File: src/rtl/core/assert_macros.svh
// Assertion macros shared by the run encoder RTL.
// Each macro expands to one labeled concurrent assertion, clocked and reset-gated.
`ifndef ASSERT_MACROS_SVH
`define ASSERT_MACROS_SVH

// Expression must hold at every clock edge outside reset.
`define ASSERT_ALWAYS(lbl, clk, rst_n, expr) \
  lbl: assert property (@(posedge clk) disable iff (!rst_n) (expr)) \
    else $error("invariant violated");

// Same-cycle implication.
`define ASSERT_IMPLIES(lbl, clk, rst_n, ante, cons) \
  lbl: assert property (@(posedge clk) disable iff (!rst_n) (ante) |-> (cons)) \
    else $error("implication violated");

// Next-cycle implication.
`define ASSERT_NEXT(lbl, clk, rst_n, ante, cons) \
  lbl: assert property (@(posedge clk) disable iff (!rst_n) (ante) |=> (cons)) \
    else $error("next-cycle implication violated");

`endif

File: src/rtl/core/pcrre_pkg.sv
// Package for the per-color row run encoder: field widths, run record types,
// configuration register codes. No dependencies.
`timescale 1ns / 1ps

package pcrre_pkg;

  localparam int unsigned PIX_W     = 4;
  localparam int unsigned POS_W     = 10;
  localparam int unsigned CNT_W     = 11;
  localparam int unsigned CFG_W     = 11;
  localparam int unsigned CFG_IDX_W = 1;

  localparam logic [CNT_W-1:0] CNT_MAX    = 11'd2047;
  localparam logic [CFG_W-1:0] WIDTH_RST  = 11'd320;
  localparam logic [CFG_W-1:0] HEIGHT_RST = 11'd240;

  localparam int unsigned S_TDATA_W = 8;
  localparam int unsigned M_TDATA_W = 48;

  // run queue between front and back
  localparam int unsigned Q_DEPTH = 2;
  localparam int unsigned Q_PTR_W = 1;
  localparam int unsigned Q_CNT_W = 2;

  typedef enum logic [CFG_IDX_W-1:0] {
    REG_IMAGE_WIDTH  = 1'b0,
    REG_IMAGE_HEIGHT = 1'b1
  } cfg_reg_e;

  // declared high field first so run_color lands in the low bits
  typedef struct packed {
    logic [POS_W-1:0] run_index;
    logic [POS_W-1:0] row_y;
    logic [POS_W-1:0] end_x;
    logic [POS_W-1:0] start_x;
    logic [PIX_W-1:0] run_color;
  } run_t;

  localparam int unsigned RUN_W = $bits(run_t);

  // one pixel's output: run_a always, run_b too when pair is set
  typedef struct packed {
    logic pair;
    run_t run_a;
    run_t run_b;
  } run_rec_t;

endpackage

File: src/rtl/core/pcrre_front.sv
// Front end of the run encoder: config registers, column/row tracking,
// per-color run counters and run record building. Depends on pcrre_pkg.
`timescale 1ns / 1ps
`include "assert_macros.svh"

module pcrre_front #(
  parameter int unsigned MAX_WIDTH   = 1024,
  parameter int unsigned MAX_HEIGHT  = 1024,
  parameter int unsigned COLOR_COUNT = 16
) (
  input  logic                           clk_i,
  input  logic                           rst_ni,
  input  logic                           cfg_valid_i,
  input  logic [pcrre_pkg::CFG_IDX_W-1:0] cfg_addr_i,
  input  logic [pcrre_pkg::CFG_W-1:0]    cfg_data_i,
  input  logic                           pix_valid_i,
  input  logic [pcrre_pkg::PIX_W-1:0]    pix_color_i,
  input  logic                           q_ready_i,
  output logic                           pix_ready_o,
  output logic                           push_o,
  output pcrre_pkg::run_rec_t            rec_o
);

  localparam int unsigned XW  = $clog2(MAX_WIDTH);
  localparam int unsigned YW  = (MAX_HEIGHT > 1) ? $clog2(MAX_HEIGHT) : 1;
  localparam int unsigned CIW = $clog2(COLOR_COUNT);

  logic [pcrre_pkg::CFG_W-1:0] width_q, height_q;
  logic [XW-1:0]               column_q, run_start_q, run_start_n, x_last;
  logic [YW-1:0]               row_q, y_last;
  logic [pcrre_pkg::PIX_W-1:0] prev_q, prev_n, color_c;
  logic [pcrre_pkg::CNT_W-1:0] cur_cnt_q, cur_cnt_n, cnt_rd, cnt_new;
  logic [COLOR_COUNT-1:0]      valid_q, ci_hot;
  logic [pcrre_pkg::CNT_W-1:0] cnt_mem [COLOR_COUNT];
  logic [CIW-1:0]              ci;
  logic                        accept, row_start, changed, new_run, eol;
  pcrre_pkg::run_t             run_close, run_fin;

  // effective last column / row after clamping the configured size
  always_comb begin
    if (width_q == '0) begin
      x_last = '0;
    end else if (32'(width_q) > MAX_WIDTH) begin
      x_last = XW'(MAX_WIDTH - 1);
    end else begin
      x_last = XW'(32'(width_q) - 32'd1);
    end
    if (height_q == '0) begin
      y_last = '0;
    end else if (32'(height_q) > MAX_HEIGHT) begin
      y_last = YW'(MAX_HEIGHT - 1);
    end else begin
      y_last = YW'(32'(height_q) - 32'd1);
    end
  end

  always_comb begin
    if (32'(pix_color_i) >= COLOR_COUNT) begin
      color_c = pcrre_pkg::PIX_W'(COLOR_COUNT - 1);
    end else begin
      color_c = pix_color_i;
    end
  end

  assign ci          = CIW'(color_c);
  assign ci_hot      = {{(COLOR_COUNT-1){1'b0}}, 1'b1} << ci;
  assign pix_ready_o = q_ready_i;
  assign accept      = pix_valid_i && q_ready_i;
  assign row_start   = (column_q == '0);
  assign changed     = !row_start && (color_c != prev_q);
  assign new_run     = row_start || changed;
  assign eol         = (column_q >= x_last);

  // counter of a color not yet seen in this row reads as zero
  assign cnt_rd  = (valid_q[ci] && !row_start) ? cnt_mem[ci] : '0;
  assign cnt_new = (cnt_rd == pcrre_pkg::CNT_MAX) ? cnt_rd : cnt_rd + 1'b1;

  assign cur_cnt_n   = new_run ? cnt_new : cur_cnt_q;
  assign prev_n      = new_run ? color_c : prev_q;
  assign run_start_n = row_start ? '0 : (changed ? column_q : run_start_q);

  always_comb begin
    run_close.run_color = prev_q;
    run_close.start_x   = pcrre_pkg::POS_W'(run_start_q);
    run_close.end_x     = pcrre_pkg::POS_W'(column_q - 1'b1);
    run_close.row_y     = pcrre_pkg::POS_W'(row_q);
    run_close.run_index = pcrre_pkg::POS_W'(cur_cnt_q - 1'b1);

    run_fin.run_color   = prev_n;
    run_fin.start_x     = pcrre_pkg::POS_W'(run_start_n);
    run_fin.end_x       = pcrre_pkg::POS_W'(column_q);
    run_fin.row_y       = pcrre_pkg::POS_W'(row_q);
    run_fin.run_index   = pcrre_pkg::POS_W'(cur_cnt_n - 1'b1);

    if (changed) begin
      rec_o.pair  = eol;
      rec_o.run_a = run_close;
    end else begin
      rec_o.pair  = 1'b0;
      rec_o.run_a = run_fin;
    end
    rec_o.run_b = run_fin;
  end

  assign push_o = accept && (changed || eol);

  always_ff @(posedge clk_i or negedge rst_ni) begin
    if (!rst_ni) begin
      width_q  <= pcrre_pkg::WIDTH_RST;
      height_q <= pcrre_pkg::HEIGHT_RST;
    end else if (cfg_valid_i) begin
      unique case (cfg_addr_i)
        pcrre_pkg::REG_IMAGE_WIDTH:  width_q  <= cfg_data_i;
        pcrre_pkg::REG_IMAGE_HEIGHT: height_q <= cfg_data_i;
        default: ;
      endcase
    end
  end

  always_ff @(posedge clk_i or negedge rst_ni) begin
    if (!rst_ni) begin
      column_q    <= '0;
      row_q       <= '0;
      run_start_q <= '0;
      prev_q      <= '0;
      cur_cnt_q   <= '0;
      valid_q     <= '0;
    end else if (accept) begin
      run_start_q <= run_start_n;
      prev_q      <= prev_n;
      cur_cnt_q   <= cur_cnt_n;
      if (row_start) begin
        valid_q <= ci_hot;
      end else if (changed) begin
        valid_q <= valid_q | ci_hot;
      end
      if (eol) begin
        column_q <= '0;
        row_q    <= (row_q >= y_last) ? '0 : row_q + 1'b1;
      end else begin
        column_q <= column_q + 1'b1;
      end
    end
  end

  always_ff @(posedge clk_i) begin
    if (accept && new_run) begin
      cnt_mem[ci] <= cnt_new;
    end
  end

  `ASSERT_IMPLIES(a_run_counted, clk_i, rst_ni, column_q != '0, cur_cnt_q != '0)
  `ASSERT_NEXT(a_row_wraps, clk_i, rst_ni, accept && eol, column_q == '0)

endmodule

File: src/rtl/core/pcrre_queue.sv
// Two-entry run record queue decoupling the front end from the output side.
// Depends on pcrre_pkg.
`timescale 1ns / 1ps
`include "assert_macros.svh"

module pcrre_queue (
  input  logic                clk_i,
  input  logic                rst_ni,
  input  logic                push_i,
  input  pcrre_pkg::run_rec_t rec_i,
  output logic                ready_o,
  input  logic                pop_i,
  output logic                valid_o,
  output pcrre_pkg::run_rec_t rec_o
);

  pcrre_pkg::run_rec_t                  mem_q [pcrre_pkg::Q_DEPTH];
  logic [pcrre_pkg::Q_PTR_W-1:0]        wr_ptr_q, rd_ptr_q;
  logic [pcrre_pkg::Q_CNT_W-1:0]        cnt_q;
  logic                                 full;

  assign full    = (cnt_q == pcrre_pkg::Q_CNT_W'(pcrre_pkg::Q_DEPTH));
  assign ready_o = !full;
  assign valid_o = (cnt_q != '0);
  assign rec_o   = mem_q[rd_ptr_q];

  always_ff @(posedge clk_i or negedge rst_ni) begin
    if (!rst_ni) begin
      wr_ptr_q <= '0;
      rd_ptr_q <= '0;
      cnt_q    <= '0;
    end else begin
      if (push_i) wr_ptr_q <= wr_ptr_q + 1'b1;
      if (pop_i)  rd_ptr_q <= rd_ptr_q + 1'b1;
      unique case ({push_i, pop_i})
        2'b10:   cnt_q <= cnt_q + 1'b1;
        2'b01:   cnt_q <= cnt_q - 1'b1;
        default: cnt_q <= cnt_q;
      endcase
    end
  end

  always_ff @(posedge clk_i) begin
    if (push_i) mem_q[wr_ptr_q] <= rec_i;
  end

  `ASSERT_ALWAYS(a_no_overflow, clk_i, rst_ni, !(push_i && full))
  `ASSERT_ALWAYS(a_no_underflow, clk_i, rst_ni, !(pop_i && !valid_o))

endmodule

File: src/rtl/core/pcrre_back.sv
// Back end: splits each queued record into one or two output beats and holds
// them in the output register. Depends on pcrre_pkg.
`timescale 1ns / 1ps
`include "assert_macros.svh"

module pcrre_back (
  input  logic                clk_i,
  input  logic                rst_ni,
  input  logic                q_valid_i,
  input  pcrre_pkg::run_rec_t q_rec_i,
  output logic                q_pop_o,
  output logic                m_valid_o,
  input  logic                m_ready_i,
  output pcrre_pkg::run_t     m_run_o,
  output logic                m_last_o
);

  logic            out_valid_q, out_last_q, phase_q;
  pcrre_pkg::run_t out_run_q, beat;
  logic            load, take, beat_last;

  // phase_q set: first run of a pair already sent, second one next
  assign load      = !out_valid_q || m_ready_i;
  assign take      = load && q_valid_i;
  assign beat      = phase_q ? q_rec_i.run_b : q_rec_i.run_a;
  assign beat_last = phase_q || !q_rec_i.pair;
  assign q_pop_o   = take && beat_last;

  always_ff @(posedge clk_i or negedge rst_ni) begin
    if (!rst_ni) begin
      out_valid_q <= 1'b0;
      phase_q     <= 1'b0;
    end else begin
      if (load) out_valid_q <= q_valid_i;
      if (take) phase_q <= !beat_last;
    end
  end

  always_ff @(posedge clk_i) begin
    if (take) begin
      out_run_q  <= beat;
      out_last_q <= beat_last;
    end
  end

  assign m_valid_o = out_valid_q;
  assign m_run_o   = out_run_q;
  assign m_last_o  = out_last_q;

  `ASSERT_IMPLIES(a_pair_pending, clk_i, rst_ni, out_valid_q && !out_last_q, phase_q)

endmodule

File: src/rtl/core/per_color_row_run_encoder_top.sv
// Top level of the per-color row run encoder. Depends on pcrre_pkg, pcrre_front,
// pcrre_queue and pcrre_back.
// A pixel beat's finished run is written into the run queue and then into the output
// register of the back end before it shows on m_axis.
// Throughput: one pixel beat per cycle while the run queue has room; a row end with a
// color change yields two output beats, and the two-entry run queue absorbs the extra.
// Reset (rst_ni low, async): column/row/run state zero, size 320 x 240, counters by valid bits.
`timescale 1ns / 1ps

module per_color_row_run_encoder_top #(
  parameter int unsigned MAX_WIDTH   = 1024,
  parameter int unsigned MAX_HEIGHT  = 1024,
  parameter int unsigned COLOR_COUNT = 16
) (
  input  logic                             clk_i,
  input  logic                             rst_ni,
  // configuration write channel: index 0 image_width, 1 image_height
  input  logic                             cfg_valid_i,
  output logic                             cfg_ready_o,
  input  logic [pcrre_pkg::CFG_IDX_W-1:0]  cfg_addr_i,
  input  logic [pcrre_pkg::CFG_W-1:0]      cfg_data_i,
  // pixel stream
  input  logic                             s_axis_tvalid_i,
  output logic                             s_axis_tready_o,
  input  logic [pcrre_pkg::S_TDATA_W-1:0]  s_axis_tdata_i,  // [3:0] pixel_color, rest pad
  // run stream
  output logic                             m_axis_tvalid_o,
  input  logic                             m_axis_tready_i,
  // [3:0] run_color, [13:4] start_x, [23:14] end_x, [33:24] row_y,
  // [43:34] run_index, [47:44] zero
  output logic [pcrre_pkg::M_TDATA_W-1:0]  m_axis_tdata_o,
  output logic                             m_axis_tlast_o    // last_result
);

  localparam int unsigned PAD_W = pcrre_pkg::M_TDATA_W - pcrre_pkg::RUN_W;

  logic                push, q_ready, q_valid, q_pop;
  pcrre_pkg::run_rec_t push_rec, head_rec;
  pcrre_pkg::run_t     out_run;

  // config writes are always taken; user must keep the block idle when they arrive, unenforced
  assign cfg_ready_o = 1'b1;

  // front: classifies each pixel and builds the run(s) it finishes
  pcrre_front #(
    .MAX_WIDTH   (MAX_WIDTH),
    .MAX_HEIGHT  (MAX_HEIGHT),
    .COLOR_COUNT (COLOR_COUNT)
  ) u_front (
    .clk_i       (clk_i),
    .rst_ni      (rst_ni),
    .cfg_valid_i (cfg_valid_i),
    .cfg_addr_i  (cfg_addr_i),
    .cfg_data_i  (cfg_data_i),
    .pix_valid_i (s_axis_tvalid_i),
    .pix_color_i (s_axis_tdata_i[pcrre_pkg::PIX_W-1:0]),
    .q_ready_i   (q_ready),
    .pix_ready_o (s_axis_tready_o),
    .push_o      (push),
    .rec_o       (push_rec)
  );

  // queue: lets the pixel side run on while the output side is stalled, until it fills
  pcrre_queue u_queue (
    .clk_i   (clk_i),
    .rst_ni  (rst_ni),
    .push_i  (push),
    .rec_i   (push_rec),
    .ready_o (q_ready),
    .pop_i   (q_pop),
    .valid_o (q_valid),
    .rec_o   (head_rec)
  );

  // back: one beat per run, output register toward the sink
  pcrre_back u_back (
    .clk_i     (clk_i),
    .rst_ni    (rst_ni),
    .q_valid_i (q_valid),
    .q_rec_i   (head_rec),
    .q_pop_o   (q_pop),
    .m_valid_o (m_axis_tvalid_o),
    .m_ready_i (m_axis_tready_i),
    .m_run_o   (out_run),
    .m_last_o  (m_axis_tlast_o)
  );

  assign m_axis_tdata_o = {{PAD_W{1'b0}}, out_run};

endmodule

File: config.mk
export PLATFORM = sky130hd
export DESIGN_NAME = per_color_row_run_encoder_top
export DESIGN_NICKNAME = d
export VERILOG_FILES = /design/src/rtl/core/pcrre_pkg.sv /design/src/rtl/core/pcrre_front.sv /design/src/rtl/core/pcrre_queue.sv /design/src/rtl/core/pcrre_back.sv /design/src/rtl/core/per_color_row_run_encoder_top.sv
export VERILOG_INCLUDE_DIRS = /design/src /design/src/rtl/core
export SDC_FILE = /design/constraint.sdc
export NUM_CORES = 1
export LEC_CHECK = 0
export BUFFER_PORTS_ARGS = -buffer_cell sky130_fd_sc_hd__buf_2
export CORE_ASPECT_RATIO = 1.1
export CORE_MARGIN = 2
export CORE_UTILIZATION = 25
export CTS_CLUSTER_SIZE = 14
export DETAILED_ROUTE_END_ITERATION = 10
export PLACE_DENSITY = 0.4
export SYNTH_ARGS = -nofsm -noshare
export SYNTH_HDL_FRONTEND = slang
export SYNTH_SLANG_ARGS = --single-unit
File: constraint.sdc
create_clock -name clk_i -period 8.7 [get_ports clk_i]
set_input_delay 0.87 -clock clk_i [delete_from_list [all_inputs] [get_ports clk_i]]
set_output_delay 0.87 -clock clk_i [all_outputs]
set_load 0.005 [all_outputs]
Yosys cells after proc, flatten, opt, wreduce, memory -nomap -nowiden
Memories as Yosys holds them, arrays and structs flattened.
Cells that the tools add are included.
- latch bits: 0
- logic and storage cells: 95
- bits of input ports: 25
- flip-flop bits (word level): 134
- memory bits (read-only): 0
- output and inout bits: 52
- memories kept: 2
- bits in writable memories: 354
- memories (name ; words ; width ; read ports ; clocked after memory_dff ; wr ports ; RTL line ; source):
    u_queue.mem_q ; 2 ; 89 ; 1 ; 0 ; 1 ; pcrre_queue.sv:17 ; pcrre_pkg::run_rec_t mem_q [pcrre_pkg::Q_DEPTH];
    u_front.cnt_mem ; 16 ; 11 ; 1 ; 0 ; 1 ; pcrre_front.sv:34 ; logic [pcrre_pkg::CNT_W-1:0] cnt_mem [COLOR_COUNT];
- shifts and indexed selects: 1
- reductions and logical operators: 26
- $lt $le $gt $ge: 5
- add/subtract/negate cells: 12
- mux-type cells: 23
- $mul: 0
- equal/unequal tests: 5
- div/mod/pow operators: 0
- bitwise operators: 2
- operators with widths (cell ; count):
    10-bit 2-to-1 mux ; 8
    10-bit by 1-bit subtractor with 10-bit output (second input constant) ; 5
    45-bit 2-to-1 mux ; 1
    44-bit 2-to-1 mux ; 1
    11-bit 2-to-1 mux ; 3
    16-bit 2-to-1 mux ; 2
    11-bit greater-than comparator (second input constant) ; 2
    11-bit logical NOT ; 2
    10-bit by 1-bit adder with 10-bit output (second input constant) ; 2
    10-bit >= comparator ; 2
    16-bit bitwise OR ; 1
    1-bit by 4-bit << shifter with 16-bit output (first input constant) ; 1
    11-bit by 1-bit adder with 11-bit output (second input constant) ; 1
    11-bit equality test (second input constant) ; 1
    10-bit logical NOT ; 1
    2-bit AND reduction ; 4
    1-bit logical AND ; 7
    2-bit nonzero test ; 3
    1-bit logical NOT ; 5
    4-bit by 5-bit < comparator with 1-bit output (second input constant) ; 1
    1-bit 2-to-1 mux ; 5
    1-bit binary-select mux with 4-bit select ; 1
    2-bit equality test (second input constant) ; 2
    1-bit logical OR ; 4
    other kinds (8) ; 9

Depth between registers and ports, before layout
Gate-level depths: netlist of the first run.
- word-level depth: 9
- mapped depth: 24
- mapped depth without buffers: 23

Cells and area by module
From an unflattened synthesis of the first run, not the netlist that was laid out.
- cell total of the unflattened synthesis: 1392
- area, all modules: 21688.3 um^2
- by module, submodules not included (module ; instances ; seq. area each (um^2) ; cells each ; area an instance (um^2)):
    pcrre_front ; 1 ; 7344.5 ; 988 ; 12794.8
    pcrre_queue ; 1 ; 5445.2 ; 293 ; 6668.9
    pcrre_back ; 1 ; 1401.3 ; 104 ; 2179.6
    per_color_row_run_encoder_top ; 1 ; 0.0 ; 7 ; 45.0

Worst setup path after synthesis of the first run
Ideal clock, no wire load.
- path kind: reg-to-reg
- start point: register u_front.width_q[0] in the netlist's numbering
- end point: memory u_queue.mem_q[1][0] in the netlist's numbering (enable)
- arrival: 7.344 ns
- clock period less this slack: 7.869 ns
- stages on the path, launching flop included: 21
- slack: 0.831 ns
- library setup time: 0.526 ns
- cell sequence: dfrtp_1 > inv_1 > ha_1 > nand2_1 > or3_1 > or3_1 > or3_1 > clkbuf_1 > maj3_1 > ha_1 > nand2b_1 > a21o_1 > a21o_1 > a21o_1 > a21o_1 > a21oi_1 > o21ai_0 > a221oi_1 > nor2_1 > nor2_1 > nor2b_1
- cells in the longest elaborated chain, start to end: 8
- elaborated cells between the ends (all ways): 10
- ends and longest elaborated chain (item ; RTL line ; source):
    start: declaration ; pcrre_front.sv:28 ; logic [pcrre_pkg::CFG_W-1:0] width_q, height_q;
    start signal: assignment ; pcrre_front.sv:109 ; width_q <= pcrre_pkg::WIDTH_RST;
    start signal: assignment ; pcrre_front.sv:113 ; pcrre_pkg::REG_IMAGE_WIDTH: width_q <= cfg_data_i;
    10-bit by 1-bit subtractor with 10-bit output or 11-bit greater-than comparator (tied branches) ; pcrre_front.sv:46, pcrre_front.sv:43 ;
    10-bit 2-to-1 mux ; pcrre_front.sv:43 ; end else if (32'(width_q) > MAX_WIDTH) begin
    10-bit 2-to-1 mux * ; pcrre_front.sv:41 ; if (width_q == '0) begin
    10-bit >= comparator * ; pcrre_front.sv:72 ; assign eol = (column_q >= x_last);
    1-bit logical OR * ; pcrre_front.sv:105 ; assign push_o = accept && (changed || eol);
    1-bit logical AND * ; pcrre_front.sv:105 ;
    1-bit 2-to-1 mux * ; pcrre_queue.sv:44 ; if (push_i) mem_q[wr_ptr_q] <= rec_i;
    1-bit 2-to-1 mux (implied by the code) * ; pcrre_queue.sv:44 ;
    end: declaration ; pcrre_queue.sv:17 ;
Mark *: on every way between the ends. The rest lies on a longest branch, timed or not.

Worst setup path after layout of the first run
- start point: register u_front.width_q[0] in the netlist's numbering
- end point: memory u_queue.mem_q[0][42] in the netlist's numbering (enable)
Same word-level chain as after synthesis.

==> impl_metrics.json, run 1 <==
{
  "grt_pass1_vias": 11166,
  "track_usage": 0.114,
  "worst_pin_slew_ns": 1.11,
  "drtIter0Drc": 653,
  "syn_inst": 1248,
  "clkLatencyLatePin_ns": 0.59,
  "critPathMaxFanout": 47,
  "hold_viol": 0,
  "ctsHoldBuffers": 0,
  "nets": 1380,
  "cp.required_ns": 8.95,
  "worst-setup-path-type": "flop to flop",
  "finClkSkew_ns": 0.0171,
  "io_buffers": 67,
  "clkSinkCount": 467,
  "vias": 10701,
  "rr_worst_depth": 21,
  "maxCapViolations": 0,
  "dieArea_mm2": 0.0830,
  "cts_resized": 0,
  "ys.flop_type": "edfxtp_1",
  "syn_to_final_growth_pct": 15.6,
  "htreeDepth": 2,
  "multi_input_area_mm2": 0.00606,
  "peakVddDrop_mv": 0.157,
  "cts_setup_buffers": 0,
  "synthDistinctLibCells": 81,
  "dpl-instance-area_mm2": 0.0216,
  "clockBufferDepth": 3,
  "fillers": 8025,
  "antenna_found_initial": 1,
  "synth_seq_cells": 467,
  "p_leak_nw": 8.44,
  "fp.dieW_um": 275,
  "ant_nets": 0,
  "cellPowerDensity_mw_per_mm2": 318,
  "status": "finished clean",
  "synthTopCellsByArea": "edfxtp_1 (56%), dfrtp_1 (10%), mux4_2 (8.3%), mux2_2 (2.0%), nand2_1 (1.9%)",
  "start_util": 0.251,
  "highest_layer": "met5",
  "wl_um": 46800,
  "netlist_area_mm2": 0.0202,
  "grt_max_degree": 63,
  "setup_viol": 0,
  "ys_seq_area_frac": 0.674,
  "wl_met1_um": 21400,
  "place.gp.congestion": 0.752,
  "synth_area_per_cell_um2": 16.2,
  "ys_warn_count": 0,
  "viasPerCell": 4.42,
  "diodes": 0,
  "drc": 0,
  "fmax_mhz": 160,
  "finalSetupTns_ns": 0,
  "grt_pass1_wl_um": 71700,
  "total_power_mw": 7.40,
  "dp_hpwl_um": 29600,
  "maxSlewViolCount": 0,
  "wl_met3_um": 1650,
  "synth_most_common_cell": "edfxtp_1",
  "rsz0062_at_grt": "false",
  "ios": 77,
  "core-area_mm2": 0.0802,
  "die_height_um": 302,
  "cts_tree": "built",
  "hold_class": "input pin to async pin",
  "clkTransAtPathRegs_ns": 0.06,
  "endpoint_kind": "flop",
  "synthArstFlopShare": 0.188,
  "synth-edff-count": 379,
  "fp-row-count": 109,
  "slew_headroom": 0.258,
  "cts_root_buf": "clkbuf_16",
  "synthTopCellsByCount": "edfxtp_1 (379), nand2_1 (103), dfrtp_1 (82), mux4_2 (74), nor2_1 (71)",
  "critPathLaunchType": "flop",
  "period_needed_ns": 6.23,
  "seq_area_mm2": 0.0136,
  "drive_gt1_frac": 0.250,
  "cts_buffers": 50,
  "synth_top_area_cell": "edfxtp_1",
  "stdcell_area_mm2": 0.0233,
  "period_share": 0.716,
  "overflow": 0,
  "cp.arrival_ns": 6.49,
  "yosysTopAreaCellShare": 0.564,
  "post_drt_wl_per_cell_um": 19.3,
  "drtPass1Iterations": 5,
  "dr_wl_met2_um": 22900
}
## kinds of logic (layout without fill, tap and decap cells)
logic type | after synthesis | after routing | share of synthesized area
XOR/XNOR | 54 | 54 | 0.0235
other | 2 | 5 | 0.000372
AO/OA/AOI/OAI | 149 | 149 | 0.0521
flip-flops | 467 | 467 | 0.674
adder cells (fa/ha/maj) | 33 | 33 | 0.0200
buffers and inverters | 97 | 213 | 0.0302
multiplexers | 137 | 137 | 0.123
AND/OR/NAND/NOR | 309 | 309 | 0.0766
## state kept, by name, summed over array words and instances (netlist names), 4 cells and up
register,count
u_queue.mem_q,158
u_front.width_q,11
u_back.m_run_o,44
u_front.valid_q,16
u_front.column_q,10
u_front.cur_cnt_q,10
u_front.cnt_mem,176
u_front.row_q,10
u_front.height_q,11
u_front.run_start_q,10
u_front.prev_q,4
## area by class of cell
type / count / share of cell area
Tap cell: 1054 / 0.0566
Timing Repair Buffer: 93 / 0.0240
Clock buffer: 67 / 0.0617
Clock inverter: 26 / 0.0106
Inverter: 27 / 0.00435
Multi-Input combinational cell: 687 / 0.260
Sequential cell: 467 / 0.583
## layer usage
layer | vias to the layer above | GRT usage
met5 | - | 0
met4 | 2 | 0.0296
met3 | 54 | 0.0214
met2 | 135 | 0.190
met1 | 5566 | 0.153
li1 | 4944 | -
## power breakdown
group	switching, mW	internal (mW)	leakage, nW
Sequential	0.281	3.22	4.65
Clock	0.882	1.28	0.835
Combinational	1.03	0.717	2.95
## cell usage in the layout (no fill, tap or decap), drive strengths merged, types with 21 or more instances in the layout
cell / n
a21o: 31
a22oi: 21
buf: 93
clkbuf: 67
clkinv: 21
dfrtp: 82
edfxtp: 379
ha: 29
inv: 27
mux2: 36
mux4: 82
nand2: 111
nand3: 26
nor2: 72
o21ai: 37
xnor2: 30
xor2: 24
## stage by stage
step	setup slack [ns]	instances	hold slack, ns	util
final	2.47	2421	0.200	0.291
after global routing	1.86	2421	0.201	0.291
after CTS	2.31	2421	0.174	0.291
after detailed placement	2.36	2328	0.465	0.270
after global placement	2.48	2328	0.457	0.270
after floorplan	0.831	1251	0.444	-
## final timing paths
| kind | start | to | slack (ns) |
|---|---|---|---|
| min reg2reg | u_front.valid_q[0] | u_front.valid_q[0] | 0.48 |
| max | u_front.width_q[0] | u_queue.mem_q[0][42] | 2.47 |
| max reg2reg | u_front.width_q[0] | u_queue.mem_q[0][42] | 2.47 |
| min | rst_ni | u_front.row_q[4] | 0.20 |
| max in group asynchronous | rst_ni | u_queue.rd_ptr_q | 7.23 |
| min in group clk_i | u_front.valid_q[0] | u_front.valid_q[0] | 0.48 |
## worst max-delay path, stage by stage, from the launching register on
cell and delay (ns):
dfrtp_1 0.38, inv_1 0.12, ha_1 0.19, nand2_1 0.09, or3_1 0.34, or3_1 0.39
or3_1 0.47, maj3_1 0.40, ha_1 0.27, nand2b_1 0.10, a21o_1 0.12, a21o_1 0.11
a21o_1 0.11, a21o_1 0.11, a21oi_1 0.06, o21ai_0 0.23, a221oi_1 0.12, buf_4 0.21
nor2_1 0.48, nor2_1 0.28, nor2_4 0.90, buf_12 0.36
No activity file was read; power rests on OpenSTA's default activity.
==> inputs of run 2 (changes only) <==
ABC_AREA = 1   (was not set)
clock period = 6 ns   (was 8.7 ns; I/O delays follow)
==> run 2 against run 1 <==
  * Via count increased by 29%
  * Design area up 2.8%
  * Area after synthesis rose by 2.5%
  * Combinational power increased by 72%
  * Worst hold slack lost 0.15 ns
  * Critical path type unchanged
  * Critical endpoint is now u_queue.mem_q[0][84]
  * Largest power group unchanged
  * Highest routed layer is now met4
==> impl_metrics.json, run 2 <==
{
  "status": "finished clean",
  "synth_most_common_cell": "nand2_1",
  "p_leak_nw": 9.49,
  "diodes": 0,
  "cts_setup_buffers": 0,
  "layout_common_cells": "nand2_1 (428), edfxtp_1 (379), nor2_1 (315)",
  "critPathMaxFanout": 13,
  "vias": 13810,
  "peakVddDrop_mv": 0.215,
  "final_common_cell": "nand2_1",
  "viasPerCell": 4.36,
  "dp_slack_ns": 0.805,
  "syn_inst": 1976,
  "die_height_um": 306,
  "power.share.clock": 0.277,
  "synthTopCellsByArea": "edfxtp_1 (55%), dfrtp_1 (9.9%), nand2_1 (7.8%), nor2_1 (5.8%), o21ai_0 (5.1%)",
  "wl_um": 53600,
  "dpl-instance-area_mm2": 0.0223,
  "grt_pass1_wl_um": 82500,
  "dieArea_mm2": 0.0850,
  "drtPass1Iterations": 4,
  "synth_area_per_cell_um2": 10.5,
  "maxCapViolations": 0,
  "endpoint_kind": "flop",
  "seq_area_mm2": 0.0136,
  "hold_viol": 0,
  "dp_hpwl_um": 34600,
  "fmax_mhz": 213,
  "synth_seq_cells": 467,
  "cts_root_buf": "clkbuf_16",
  "period_needed_ns": 4.70,
  "yosysTopAreaCellShare": 0.550,
  "path_buf_inv": 5,
  "grt_max_degree": 80,
  "synthTopCellsByCount": "nand2_1 (428), edfxtp_1 (379), nor2_1 (320), o21ai_0 (211), inv_1 (154)",
  "fp-row-count": 110,
  "cts_tree": "built",
  "worst-setup-path-type": "flop to flop",
  "cellPowerDensity_mw_per_mm2": 471,
  "ys_warn_count": 0,
  "critPathLaunchType": "flop",
  "nets": 2112,
  "clkLatencyLatePin_ns": 0.62,
  "antenna_found_initial": 0,
  "drc": 0,
  "track_usage": 0.125,
  "cp_top_family": "simple AND/OR/NAND/NOR gates",
  "fillers": 8432,
  "place.gp.congestion": 0.786,
  "worst_pin_slew_ns": 1.05,
  "stdcell_area_mm2": 0.0240,
  "synthDistinctLibCells": 47,
  "rsz0062_at_grt": "false",
  "clockBufferDepth": 3,
  "netlist_area_mm2": 0.0207,
  "largest_reg_flops": 176,
  "switching_share": 0.338,
  "clkSinkCount": 467,
  "ctsHoldBuffers": 0,
  "cp.required_ns": 6.35,
  "p_comb_frac": 0.266,
  "post_drt_wl_per_cell_um": 16.9,
  "cts_resized": 0,
  "slew_headroom": 0.299,
  "worst_path_most_repeated_cell": "nand2_1",
  "setup_slack_ns": 1.30,
  "fp.dieW_um": 278,
  "setup_viol": 0,
  "drtIter0Drc": 777,
  "p_switching_mw": 3.81,
  "synthArstFlopShare": 0.188,
  "p_int_mw": 7.46,
  "hold_class": "input pin to async pin",
  "slowest_stage": "dfrtp_1",
  "cp.arrival_ns": 5.05,
  "period_share": 0.783,
  "ios": 77,
  "htreeDepth": 2,
  "maxSlewViolCount": 0,
  "finClkSkew_ns": 0.0351,
  "ant_nets": 0,
  "synth_top_area_cell": "edfxtp_1",
  "core-area_mm2": 0.0819,
  "ys_seq_area_frac": 0.657,
  "syn_to_final_growth_pct": 15.9,
  "overflow": 0,
  "start_util": 0.252,
  "multi_input_area_mm2": 0.00605,
  "drive_gt1_frac": 0.115,
  "cts_buffers": 51,
  "power_frac_seq": 0.457,
  "io_buffers": 67,
  "regMostFlops": "u_front.cnt_mem",
  "worst_path_largest_cell_delay_ns": 0.52,
  "grt_pass1_vias": 13717,
  "synth-edff-count": 379,
  "clkTransAtPathRegs_ns": 0.06,
  "ys.flop_type": "edfxtp_1"
}
## run 2: cell type report
type,instances,area share
Timing Repair Buffer,114,0.0293
Clock buffer,70,0.0567
Clock inverter,25,0.0130
Multi-Input combinational cell,1262,0.252
Inverter,162,0.0257
Tap cell,1064,0.0556
Sequential cell,467,0.567
## run 2: cells by family after synthesis
logic type | synth area share
adder cells (fa/ha/maj) | 0.0175
XOR/XNOR | 0.0139
flip-flops | 0.657
other | 0.000363
AO/OA/AOI/OAI | 0.0821
buffers and inverters | 0.0526
AND/OR/NAND/NOR | 0.176
## run 2: power groups by stage
| stage | clock network [mW] | logic [mW] | registers (mW) |
|---|---|---|---|
| finish | 3.12 | 2.99 | 5.16 |
| global route | 3.35 | 3.42 | 5.26 |
| CTS | 3.24 | 3.08 | 5.17 |
| detailed placement | 0 | 3.07 | 5.23 |
| global placement | 0 | 3.03 | 5.22 |
| floorplan | 0 | 1.97 | 5.12 |
## run 2: metal layers
| metal | part of all wire | track usage | vias to the layer above |
|---|---|---|---|
| met5 | 0 | 0 | - |
| met4 | 0.023 | 0.0361 | 0 |
| met3 | 0.033 | 0.0179 | 77 |
| met2 | 0.48 | 0.214 | 210 |
| met1 | 0.47 | 0.164 | 6683 |
| li1 | - | - | 6840 |
## run 2: worst paths after layout
path                                   endpoint  slack (ns)                  from  cells after the start
max                        u_queue.mem_q[0][84]        1.30   u_front.column_q[0]                     25
min                            u_front.row_q[9]        0.05                rst_ni                      1
max reg2reg                u_queue.mem_q[0][84]        1.30   u_front.column_q[0]                     25
min reg2reg                  u_back.m_run_o[24]        0.50  u_queue.mem_q[0][68]                      2
max in group asynchronous      u_queue.rd_ptr_q        4.91                rst_ni                      2
min in group clk_i             u_back.m_valid_o        0.22       m_axis_tready_i                      2
## run 2: per-stage QoR
step	total power [mW]	utilization	hold WS (ns)	cells	TNS [ns]
2_1_floorplan	7.08	-	0.304	1979	-30.74
3_3_place_gp	8.25	0.272	0.490	3069	0
3_5_place_dp	8.30	0.272	0.492	3069	0
4_1_cts	11.5	0.293	0.0335	3164	0
5_1_grt	12.0	0.293	0.0739	3164	0
6_report	11.3	0.293	0.0475	3164	0
## run 2: worst register-to-register path, delay by kind of cell (launching register included)
kind / cells / cell delay (ns)
and+or+nand+nor: 15 / 2.10
buffers and inverters: 5 / 0.66
adders and majority gates: 3 / 0.66
DFF: 1 / 0.52
AOI/OAI and AO/OA: 1 / 0.35
xor gates and xnor gates: 1 / 0.17
==> inputs of run 3 (changes only) <==
ABC_AREA = 0   (was 1)
PLACE_DENSITY = 0.41   (was 0.4)
clock period = 4.3 ns   (was 6 ns; I/O delays follow)
==> run 3 against run 2 <==
  * The run now ends with negative setup slack left
  * Total power rose by 38%
  * Non-clock buffer count is 93 higher
  * Flip-flop and latch count is the same
  * Clock skew decreased by 0.0076 ns
  * Count of clock-buffer cells in the layout increased by 4
  * Sequential share of layout area fell by 1.3 points
  * Combinational power up 46%
  * Critical path depth decreased by 3
  * Die area down 2.4%
  * Critical endpoint is now u_queue.mem_q[0][83]
==> impl_metrics.json, run 3 (synthesis gave the netlist of run 1 again) <==
{
  "setup_viol": 160,
  "p_leak_nw": 9.11,
  "cts_root_buf": "clkbuf_16",
  "grtUsageMet3": 0.0193,
  "grt_max_degree": 64,
  "cellPowerDensity_mw_per_mm2": 636,
  "cp_top_family": "simple AND/OR/NAND/NOR gates",
  "hold_viol": 0,
  "finClkSkew_ns": 0.0275,
  "violations": "negative setup slack",
  "crit_cells": 22,
  "clkTransAtPathRegs_ns": 0.06,
  "period_share": 1.03,
  "diodes": 0,
  "worst_path_most_repeated_cell": "a21o_1",
  "largest_reg_flops": 176,
  "cts_tree": "built",
  "peakVddDrop_mv": 0.298,
  "core-area_mm2": 0.0802,
  "viasPerCell": 4.38,
  "drtPass1Iterations": 5,
  "post_drt_wl_per_cell_um": 19.0,
  "rr_worst_depth": 22,
  "rsz0062_at_grt": "true",
  "io_buffers": 67,
  "fp.dieW_um": 275,
  "wl_um": 48300,
  "maxCapViolations": 0,
  "critPathLaunchType": "flop",
  "track_usage": 0.116,
  "maxSlewViolCount": 0,
  "fp-row-count": 109,
  "stdcell_area_mm2": 0.0245,
  "status": "complete, but fails checks",
  "clkLatencyLatePin_ns": 0.60,
  "critPathMaxFanout": 17,
  "drtIter0Drc": 666,
  "drive_gt1_frac": 0.316,
  "ff2ff_setup_slack_ns": -0.13,
  "dieArea_mm2": 0.0830,
  "gr-usage-met1": 0.155,
  "ant_nets": 0,
  "layout_common_cells": "edfxtp_1 (379), buf_4 (117), nand2_1 (99)",
  "fmax_mhz": 226,
  "htreeDepth": 2,
  "grt_use_met2": 0.195,
  "worstReg2RegEnd": "u_queue.mem_q[0][83]",
  "cp.required_ns": 4.64,
  "cts_buffers": 52,
  "cp-endpoint": "u_queue.mem_q[0][83]",
  "grt_pass1_wl_um": 72700,
  "grt_pass1_vias": 11411,
  "drc": 0,
  "crit_start": "u_front.width_q[0]",
  "period_needed_ns": 4.43,
  "syn_to_final_growth_pct": 21.7,
  "regMostFlops": "u_front.cnt_mem",
  "worst_pin_slew_ns": 1.09,
  "finalSetupTns_ns": -12.25,
  "cp_cell_sequence": "inv_2 > ha_4 > nand2_2 > or3_4 > or3_4 > or3_4 > maj3_2 > ha_4 > nand2b_4 > a21o_1 > a21o_1 > a21o_1 > a21o_1 > a21oi_2 > o21ai_2 > a221oi_4 > nor2_4 > nor2_4 > buf_12 > nor2_4 > buf_12 > buf_12",
  "top_usage_layer": "met2",
  "final_common_cell": "edfxtp_1",
  "endpoint_kind": "flop",
  "slowest_stage": "dfrtp_1",
  "cp.arrival_ns": 4.77,
  "holdWs_ns": 0.0931,
  "worst_path_largest_cell_delay_ns": 0.38,
  "slew_headroom": 0.272,
  "nets": 1496,
  "overflow": 0,
  "antenna_found_initial": 0,
  "clkSinkCount": 467,
  "path_buf_inv": 4,
  "place.gp.congestion": 0.748,
  "worstReg2RegStart": "u_front.width_q[0]",
  "worst-setup-path-type": "flop to flop",
  "vias": 11128,
  "ios": 77,
  "clockBufferDepth": 3,
  "hold_class": "input pin to flop",
  "start_util": 0.251,
  "setup_slack_ns": -0.131,
  "die_height_um": 302,
  "dpl-instance-area_mm2": 0.0225,
  "dp_hpwl_um": 31700
}
run 3: how the worst min path moves through the flow:
stage                     cells after the start                 from  slack, ns             endpoint
after detailed placement                      1  u_front.valid_q[12]       0.46  u_front.valid_q[12]
after global routing                          3        cfg_data_i[8]       0.09   u_front.width_q[8]
after global placement                        1  u_front.valid_q[13]       0.46  u_front.valid_q[13]
after floorplan                               0               rst_ni       0.13     u_back.m_valid_o
final                                         3        cfg_data_i[8]       0.09   u_front.width_q[8]
after CTS                                     3        cfg_data_i[8]       0.06   u_front.width_q[8]
run 3: metal layers:
layer | vias to the layer above | share of wire
met2 | 171 | 0.49
met5 | - | 0
met3 | 76 | 0.037
met4 | 0 | 0.025
li1 | 5176 | -
met1 | 5705 | 0.45
run 3: worst register-to-register path, stage by stage, from the launching register on:
cell	delay, ns
dfrtp_1	0.38
inv_2	0.08
ha_4	0.14
nand2_2	0.05
or3_4	0.36
or3_4	0.34
or3_4	0.35
maj3_2	0.33
ha_4	0.21
nand2b_4	0.12
a21o_1	0.15
a21o_1	0.16
a21o_1	0.15
a21o_1	0.16
a21oi_2	0.13
o21ai_2	0.09
a221oi_4	0.32
nor2_4	0.07
nor2_4	0.12
buf_12	0.12
nor2_4	0.05
buf_12	0.14
buf_12	0.15
run 3: cell type report:
cell class,instances,area (um2)
clock buffers,74,1470
inverters,27,101
flip-flops and latches,467,13600
fillers,8012,55700
clock inverters,23,188
multi-input cells,687,6180
well taps,1054,1320
repair buffers,207,1690
run 3: repair_timing:
action                     4_1_cts  5_1_grt
hold buffers                     2        0
gates cloned                     4        4
setup endpoints to repair      171      188
pin swaps                       10        7
buffers inserted                 3        7
resized for setup               11       24
hold endpoints to repair         6        0
run 3: through the flow:
stage / util / std cells / power [mW] / setup slack, ns
6_report: 0.306 / 2539 / 15.6 / -0.131
5_1_grt: 0.306 / 2539 / 16.5 / -0.287
4_1_cts: 0.303 / 2529 / 15.7 / -0.186
3_5_place_dp: 0.280 / 2423 / 11.2 / -0.233
3_3_place_gp: 0.280 / 2423 / 11.1 / -0.243
2_1_floorplan: - / 1251 / 9.47 / -0.883
run 3: power by group:
group          internal (mW)  leakage, nW  switching (mW)  total, mW
Combinational           1.96         3.64            2.41       4.37
Sequential              6.51         4.65           0.431       6.94
Clock                   2.51        0.819            1.80       4.30
